## src/rtl/cpm_pkg.sv

```systemverilog
// Shared types and reset constants for the climate panel mode controller.
package cpm_pkg;

    typedef enum logic [1:0] {
        ST_OFF  = 2'd0,
        ST_AUTO = 2'd1,
        ST_DEF  = 2'd2,
        ST_IGN  = 2'd3
    } t_main_state;

    typedef enum logic [3:0] {
        EV_POWER    = 4'd0,
        EV_AUTO     = 4'd1,
        EV_DEFROST  = 4'd2,
        EV_AC       = 4'd3,
        EV_INTAKE   = 4'd4,
        EV_MODE     = 4'd5,
        EV_FAN_UP   = 4'd6,
        EV_FAN_DOWN = 4'd7,
        EV_TEMP_UP  = 4'd8,
        EV_TEMP_DN  = 4'd9,
        EV_REAR_DEF = 4'd10
    } t_event;

    typedef enum logic [1:0] {
        IGN_NONE     = 2'd0,
        IGN_LOST     = 2'd1,
        IGN_RESTORED = 2'd2
    } t_ign_event;

    localparam int unsigned EVENT_W   = 4;
    localparam int unsigned IGN_W     = 2;
    localparam int unsigned IN_DATA_W = 8;
    localparam int unsigned OUT_DATA_W = 24;

    // Panel status: the controller state and the reported result alike
    typedef struct packed {
        t_main_state main_state;
        t_main_state return_state;
        logic        intake_recirc;
        logic [2:0]  airflow_mode;
        logic [3:0]  blower_level;
        logic [6:0]  set_point_half;
        logic        rear_defrost_on;
        logic        intake_auto;
        logic        mode_auto;
        logic        blower_auto;
    } t_status;

    localparam t_status STATUS_RESET = '{
        main_state:      ST_OFF,
        return_state:    ST_AUTO,
        intake_recirc:   1'b0,
        airflow_mode:    3'd0,
        blower_level:    4'd0,
        set_point_half:  7'd50,
        rear_defrost_on: 1'b0,
        intake_auto:     1'b1,
        mode_auto:       1'b1,
        blower_auto:     1'b1
    };

endpackage

```

## src/rtl/cpm_step.sv

```systemverilog
// Next-status logic: applies one ignition event and one button press to the status.
module cpm_step (
    input  cpm_pkg::t_status                i_cur,
    input  logic [cpm_pkg::EVENT_W-1:0]     i_event,
    input  logic [cpm_pkg::IGN_W-1:0]       i_ign,
    output cpm_pkg::t_status                o_next
);

    localparam logic [6:0] SP_LO   = 7'd0;
    localparam logic [6:0] SP_HI   = 7'd127;
    localparam logic [6:0] SP_MIN  = 7'd28;   // 14.0 degrees
    localparam logic [6:0] SP_MID1 = 7'd40;   // 20.0 degrees
    localparam logic [6:0] SP_MID2 = 7'd52;   // 26.0 degrees
    localparam logic [6:0] SP_MAX  = 7'd64;   // 32.0 degrees
    localparam logic [2:0] AF_DEFROST = 3'd4;
    localparam logic [3:0] BLOWER_MAX = 4'd8;

    function automatic logic [6:0] f_temp_up(input logic [6:0] s);
        logic [6:0] r;
        r = s;
        if (s == SP_LO)                          r = SP_MIN;
        else if (s >= SP_MIN  && s < SP_MID1)    r = s + 7'd2;
        else if (s >= SP_MID1 && s < SP_MID2)    r = s + 7'd1;
        else if (s >= SP_MID2 && s < SP_MAX)     r = s + 7'd2;
        else if (s == SP_MAX)                    r = SP_HI;
        return r;
    endfunction

    function automatic logic [6:0] f_temp_down(input logic [6:0] s);
        logic [6:0] r;
        r = s;
        if (s == SP_HI)                          r = SP_MAX;
        else if (s <= SP_MAX  && s > SP_MID2)    r = s - 7'd2;
        else if (s <= SP_MID2 && s > SP_MID1)    r = s - 7'd1;
        else if (s <= SP_MID1 && s > SP_MIN)     r = s - 7'd2;
        else if (s == SP_MIN)                    r = SP_LO;
        return r;
    endfunction

    cpm_pkg::t_status     s_n;
    cpm_pkg::t_main_state s_st;
    logic                 s_go;
    cpm_pkg::t_main_state s_go_tgt;
    logic                 s_leave;
    logic                 s_leave_intake;
    logic [2:0]           s_leave_mode;
    logic [3:0]           s_leave_blower;

    always_comb begin
        s_n            = i_cur;
        s_go           = 1'b0;
        s_go_tgt       = cpm_pkg::ST_AUTO;
        s_leave        = 1'b0;
        s_leave_intake = 1'b0;
        s_leave_mode   = AF_DEFROST;
        s_leave_blower = BLOWER_MAX;

        // ignition goes first, the button sees its outcome
        case (cpm_pkg::t_ign_event'(i_ign))
            cpm_pkg::IGN_LOST: begin
                s_n.main_state      = cpm_pkg::ST_IGN;
                s_n.rear_defrost_on = 1'b0;
            end
            cpm_pkg::IGN_RESTORED: begin
                if (s_n.main_state == cpm_pkg::ST_IGN) begin
                    s_n.main_state = cpm_pkg::ST_OFF;
                end
            end
            default: ;
        endcase

        s_st = s_n.main_state;

        if (s_st != cpm_pkg::ST_IGN) begin
            case (cpm_pkg::t_event'(i_event))
                cpm_pkg::EV_POWER: begin
                    s_go     = 1'b1;
                    s_go_tgt = (s_st == cpm_pkg::ST_OFF) ? s_n.return_state : cpm_pkg::ST_OFF;
                end
                cpm_pkg::EV_AUTO: begin
                    s_go            = 1'b1;
                    s_go_tgt        = cpm_pkg::ST_AUTO;
                    s_n.intake_auto = 1'b1;
                    s_n.mode_auto   = 1'b1;
                    s_n.blower_auto = 1'b1;
                end
                cpm_pkg::EV_DEFROST: begin
                    s_go     = 1'b1;
                    s_go_tgt = (s_st == cpm_pkg::ST_DEF) ? s_n.return_state : cpm_pkg::ST_DEF;
                end
                cpm_pkg::EV_AC: begin
                    if (s_st == cpm_pkg::ST_OFF) begin
                        if (s_n.return_state == cpm_pkg::ST_AUTO ||
                            s_n.return_state == cpm_pkg::ST_DEF) begin
                            s_go     = 1'b1;
                            s_go_tgt = s_n.return_state;
                        end
                    end else if (s_st == cpm_pkg::ST_AUTO) begin
                        s_go     = 1'b1;
                        s_go_tgt = cpm_pkg::ST_AUTO;
                    end else begin
                        s_leave = 1'b1;
                    end
                end
                cpm_pkg::EV_INTAKE: begin
                    if (s_st == cpm_pkg::ST_DEF) begin
                        s_leave        = 1'b1;
                        s_leave_intake = 1'b1;
                    end else begin
                        s_n.intake_recirc = ~s_n.intake_recirc;
                        s_n.intake_auto   = 1'b0;
                    end
                end
                cpm_pkg::EV_MODE: begin
                    if (s_st == cpm_pkg::ST_DEF) begin
                        s_leave      = 1'b1;
                        s_leave_mode = 3'd0;
                    end else begin
                        // unreachable codes above defrost are held
                        if (s_n.airflow_mode < AF_DEFROST) begin
                            s_n.airflow_mode = s_n.airflow_mode + 3'd1;
                        end else if (s_n.airflow_mode == AF_DEFROST) begin
                            s_n.airflow_mode = 3'd0;
                        end
                        s_n.mode_auto = 1'b0;
                    end
                end
                cpm_pkg::EV_FAN_UP: begin
                    if (s_st == cpm_pkg::ST_OFF) begin
                        s_go     = 1'b1;
                        s_go_tgt = s_n.return_state;
                    end else if (s_st == cpm_pkg::ST_AUTO) begin
                        if (s_n.blower_level < BLOWER_MAX) begin
                            s_n.blower_level = s_n.blower_level + 4'd1;
                        end
                        s_n.blower_auto = 1'b0;
                    end else begin
                        s_leave = 1'b1;
                    end
                end
                cpm_pkg::EV_FAN_DOWN: begin
                    if (s_st == cpm_pkg::ST_OFF) begin
                        s_go     = 1'b1;
                        s_go_tgt = s_n.return_state;
                    end else if (s_st == cpm_pkg::ST_AUTO) begin
                        if (s_n.blower_level > 4'd1) begin
                            s_n.blower_level = s_n.blower_level - 4'd1;
                        end
                        s_n.blower_auto = 1'b0;
                    end else begin
                        s_leave        = 1'b1;
                        s_leave_blower = BLOWER_MAX - 4'd1;
                    end
                end
                cpm_pkg::EV_TEMP_UP: begin
                    if (s_st != cpm_pkg::ST_OFF) begin
                        s_n.set_point_half = f_temp_up(s_n.set_point_half);
                    end
                end
                cpm_pkg::EV_TEMP_DN: begin
                    if (s_st != cpm_pkg::ST_OFF) begin
                        s_n.set_point_half = f_temp_down(s_n.set_point_half);
                    end
                end
                cpm_pkg::EV_REAR_DEF: begin
                    s_n.rear_defrost_on = ~s_n.rear_defrost_on;
                end
                default: ;
            endcase
        end

        // leaving defrost: back to auto with everything under manual control
        if (s_leave) begin
            s_go              = 1'b1;
            s_go_tgt          = cpm_pkg::ST_AUTO;
            s_n.intake_recirc = s_leave_intake;
            s_n.airflow_mode  = s_leave_mode;
            s_n.blower_level  = s_leave_blower;
            s_n.intake_auto   = 1'b0;
            s_n.mode_auto     = 1'b0;
            s_n.blower_auto   = 1'b0;
        end

        if (s_go) begin
            s_n.return_state = (s_st == cpm_pkg::ST_OFF || s_st == cpm_pkg::ST_IGN) ?
                               cpm_pkg::ST_AUTO : s_st;
            s_n.main_state   = s_go_tgt;
        end

        o_next = s_n;
    end

endmodule

```

## src/rtl/climate_panel_mode_fsm_top.sv

```systemverilog
// Top level of the climate panel mode controller: stream ports, status and result registers.
//
// Climate panel mode controller. Each input transaction carries one button code and one
// ignition event; each yields exactly one output transaction with the full panel status.
// One transaction is taken per clock cycle while the output accepts; a result passes through
// the input register, then the status update and result register together. The status
// registers are updated in the same cycle the result is registered, so consecutive events
// chain without gaps. Back-pressure on the output stalls the input after one held item.
module climate_panel_mode_fsm_top (
    input  logic                               i_clk,
    input  logic                               i_rst_n,
    input  logic                               i_s_tvalid,
    output logic                               o_s_tready,
    // [3:0] event_code, [5:4] ignition_event, [7:6] zero
    input  logic [cpm_pkg::IN_DATA_W-1:0]      i_s_tdata,
    output logic                               o_m_tvalid,
    input  logic                               i_m_tready,
    // [1:0] main_state, [3:2] return_state, [4] intake_recirc, [7:5] airflow_mode,
    // [11:8] blower_level, [18:12] set_point_half, [19] rear_defrost_on,
    // [20] intake_auto, [21] mode_auto, [22] blower_auto, [23] zero
    output logic [cpm_pkg::OUT_DATA_W-1:0]     o_m_tdata
);

    logic                          r_in_valid;
    logic [cpm_pkg::EVENT_W-1:0]   r_in_event;
    logic [cpm_pkg::IGN_W-1:0]     r_in_ign;
    cpm_pkg::t_status              r_state;
    cpm_pkg::t_status              n_state;
    logic                          r_out_valid;
    cpm_pkg::t_status              r_out;
    logic                          s_consume;
    logic                          s_in_take;

    assign s_consume  = r_in_valid && (!r_out_valid || i_m_tready);
    assign o_s_tready = !r_in_valid || s_consume;
    assign s_in_take  = i_s_tvalid && o_s_tready;

    cpm_step u_step (
        .i_cur   (r_state),
        .i_event (r_in_event),
        .i_ign   (r_in_ign),
        .o_next  (n_state)
    );

    always_ff @(posedge i_clk) begin
        if (!i_rst_n) begin
            r_in_valid  <= 1'b0;
            r_out_valid <= 1'b0;
            r_state     <= cpm_pkg::STATUS_RESET;
        end else begin
            if (s_in_take) begin
                r_in_valid <= 1'b1;
            end else if (s_consume) begin
                r_in_valid <= 1'b0;
            end
            if (s_consume) begin
                r_out_valid <= 1'b1;
                r_state     <= n_state;
            end else if (i_m_tready) begin
                r_out_valid <= 1'b0;
            end
        end
    end

    always_ff @(posedge i_clk) begin
        if (s_in_take) begin
            r_in_event <= i_s_tdata[cpm_pkg::EVENT_W-1:0];
            r_in_ign   <= i_s_tdata[cpm_pkg::EVENT_W +: cpm_pkg::IGN_W];
        end
        if (s_consume) begin
            r_out <= n_state;
        end
    end

    assign o_m_tvalid = r_out_valid;
    assign o_m_tdata  = {1'b0,
                         r_out.blower_auto,
                         r_out.mode_auto,
                         r_out.intake_auto,
                         r_out.rear_defrost_on,
                         r_out.set_point_half,
                         r_out.blower_level,
                         r_out.airflow_mode,
                         r_out.intake_recirc,
                         r_out.return_state,
                         r_out.main_state};

endmodule

```

## config.mk

```make
export PLATFORM = sky130hd
export DESIGN_NAME = climate_panel_mode_fsm_top
export DESIGN_NICKNAME = d
export VERILOG_FILES = /design/src/rtl/cpm_pkg.sv /design/src/rtl/cpm_step.sv /design/src/rtl/climate_panel_mode_fsm_top.sv
export SDC_FILE = /design/constraint.sdc
export NUM_CORES = 1
export LEC_CHECK = 0
export ABC_AREA = 1
export BUFFER_PORTS_ARGS = -buffer_cell sky130_fd_sc_hd__buf_2
export CAP_MARGIN = 20
export CORE_MARGIN = 2
export CORE_UTILIZATION = 25
export DETAILED_ROUTE_END_ITERATION = 10
export SLEW_MARGIN = 10
export SYNTH_ARGS = -nofsm -noshare
export SYNTH_HDL_FRONTEND = slang
export SYNTH_SLANG_ARGS = --single-unit
```

## constraint.sdc

```tcl
create_clock -name i_clk -period 4.85 [get_ports i_clk]
set_input_delay 1.2125 -clock i_clk [delete_from_list [all_inputs] [get_ports i_clk]]
set_output_delay 1.2125 -clock i_clk [all_outputs]
set_load 0.05 [all_outputs]
```

==> impl_metrics.json <==
{
  "status": "finished clean",
  "port_buffers": 34,
  "postCtsSetupBuffers": 0,
  "cp_max_fo": 3,
  "antenna_found_initial": 0,
  "start_kind": "input pin",
  "synth_edf_count": 29,
  "yosys-top-cells-count": "nand2_1 (152), inv_1 (64), nand3_1 (54)",
  "fin_nets": 594,
  "dieWidth_um": 127,
  "busiest_layer": "met1",
  "synth_cell_types": 36,
  "overflow": 0,
  "crit_required_ps": 3640,
  "route.detailed.drc": 0,
  "die_h_um": 127,
  "drv_cap": 0,
  "firstDrtPassIters": 5,
  "final_layout_size_suffix_gt1_share_pct": 16.2,
  "fin_tns_setup_ps": 0,
  "whs_ps": 480,
  "met2_usage_pct": 16.3,
  "p_clk_share_pct": 29.4,
  "cp-end-kind": "primary output",
  "grt_max_degree": 35,
  "power.net_switching_w": 0.000430,
  "finalCritPeriodShare_pct": 60.7,
  "ctsLongestPathBuffers": 2,
  "p_leak_nw": 2.01,
  "grt_first_pass_wirelength_um": 15100,
  "yosys-top-cells-area": "edfxtp_1 (23%), nand2_1 (15%), dfxtp_1 (13%)",
  "root_buffer": "clkbuf_16",
  "finalSetupViolations": 0,
  "io_pins": 38,
  "ys_ff_latch": 54,
  "rows": 44,
  "maxSlewViolCount": 0,
  "fin_crit_ps": 2940,
  "diodes": 0,
  "grtUsageMet3_pct": 1.72,
  "power.internal_w": 0.000844,
  "hpwl_um": 6790,
  "cts_sinks": 54,
  "cp.arrival_ps": 1730,
  "drt_iter0_drc": 196,
  "grt_pass1_vias": 3047,
  "yosysMostFrequentCell": "nand2_1",
  "synthesis.area_um2": 3790,
  "relSlewSlack_pct": 42.7,
  "rsz0062_at_grt": "false",
  "grt_use_met1_pct": 17.5,
  "power_density_nw_per_um2": 299,
  "holdCritPathClass": "register to register",
  "cts_hold_buf": 0,
  "ys.flop_type": "edfxtp_1",
  "finalHoldViolations": 0,
  "cts_max_level": 2,
  "p_sw_share_pct": 33.7,
  "drtAntennaViolNets": 0,
  "dieArea_um2": 16200,
  "start_util_pct": 25.9,
  "synthArstFlopShare_pct": 0,
  "core_um2": 14600,
  "cts_tree": "yes",
  "nFillCells": 1612,
  "synth.net_count": 566,
  "seq_power_share_pct": 43.1,
  "clock_latency_ps": 290,
  "comb_power_share_pct": 27.5,
  "worst_slew_pin_slew_ps": 859,
  "viasPerCell": 4.54,
  "via_count": 3421,
  "crit_type": "input pin to primary output",
  "finalWeightedCongestion": 0.886,
  "area_growth_syn_to_layout_pct": 12.5,
  "wl_per_cell_um": 12.1,
  "cts_inserted_buffers": 5,
  "wl_um": 9130,
  "syn_avg_cell_area_um2": 7.02,
  "vdd_ir_drop_max_uv": 142,
  "track_usage_pct": 11.3,
  "skew_ps": 5.11,
  "synth_warnings": 0,
  "synth_area_leader_cell": "edfxtp_1",
  "netlist.area_leader.share_pct": 23.0,
  "ys_seq_area_share_pct": 36.2,
  "fmax_mhz": 340,
  "clk_pin_slew_worst_paths_ps": 70,
  "netlist_instances": 540,
  "ctsResizeCount": 0
}
## worst max-delay path, cell delays in order
cell     delay, ps
buf_2           80
inv_1           40
nand3_1        110
buf_2          280
## power groups by stage
| stage | sequential, W | combinational (W) | clock (W) |
|---|---|---|---|
| 2_1_floorplan | 0.000586 | 0.000249 | 0 |
| 3_3_place_gp | 0.000559 | 0.000348 | 0 |
| 3_5_place_dp | 0.000559 | 0.000348 | 0 |
| 4_1_cts | 0.000549 | 0.000350 | 0.000384 |
| 5_1_grt | 0.000553 | 0.000391 | 0.000407 |
| 6_report | 0.000549 | 0.000350 | 0.000375 |
## cell type report
| class | count | area, µm² | share of cell area [%] |
|---|---|---|---|
| sequential | 54 | 1370 | 32.2 |
| tap | 184 | 230 | 5.40 |
| multi-input combinational | 392 | 2020 | 47.3 |
| clock buffer | 7 | 153 | 3.58 |
| clock inverter | 1 | 8.76 | 0.206 |
| inverter | 79 | 297 | 6.96 |
| timing repair buffer | 36 | 185 | 4.35 |
## cell usage in the layout, fill, tap and decap left out, types with 4 or more instances in the layout
cell type / instances
nor2_2: 5
dfxtp_1: 25
o21ai_0: 27
ha_1: 14
clkbuf_16: 5
inv_1: 64
a21oi_1: 37
xor2_1: 10
nand2_4: 4
nand2_2: 13
o21ai_1: 10
edfxtp_1: 29
nand3_1: 54
nor2_1: 40
buf_2: 34
nand2_1: 152
inv_2: 14
nor2_4: 5
## cell families after synthesis
group                    share of synthesized area [%]
AND/OR/NAND/NOR                                   33.4
buffers and inverters                             10.6
AO/OA/AOI/OAI                                     12.4
flip-flops                                        36.2
adder cells (fa/ha/maj)                           4.62
XOR/XNOR                                          2.77
other                                           0.0990
## per-layer routing
| metal | wire length (µm) | vias to the layer above |
|---|---|---|
| met2 | 3780 | 104 |
| met3 | 400 | 6 |
| met5 | 0 | - |
| met4 | 91 | 0 |
| li1 | - | 1792 |
| met1 | 4860 | 1519 |
## worst paths after layout
path | start | endpoint | slack, ps | cells past startpoint
worst max-delay path | i_m_tready | o_s_tready | 1910 | 4
worst min-delay path | r_state[2]$_SDFFE_PN1P_ | r_state[2]$_SDFFE_PN1P_ | 480 | 2
worst max register to register | r_in_ign[1]$_DFFE_PP_ | o_m_tdata[3]$_DFFE_PP_ | 2520 | 10
worst min register to register | r_state[2]$_SDFFE_PN1P_ | r_state[2]$_SDFFE_PN1P_ | 480 | 2
## sequential cells by signal (all words and copies together), names as in the netlist
signal and count:
o_m_tdata 23, r_state 23, r_in_event 4, r_in_ign 2, o_m_tvalid 1, r_in_valid 1
## per-stage QoR
| stage | cells | setup WS (ps) | utilization (%) | instance area, µm² | power, W |
|---|---|---|---|---|---|
| finish | 753 | 1910 | 29.1 | 4260 | 0.00127 |
| global route | 753 | 1870 | 29.1 | 4260 | 0.00135 |
| CTS | 753 | 1890 | 29.1 | 4260 | 0.00128 |
| detailed placement | 745 | 1890 | 28.0 | 4100 | 0.000907 |
| global placement | 745 | 1880 | 28.0 | 4100 | 0.000907 |
| floorplan | 540 | 1960 | - | 3790 | 0.000836 |
No activity file was read; power rests on OpenSTA's default activity.
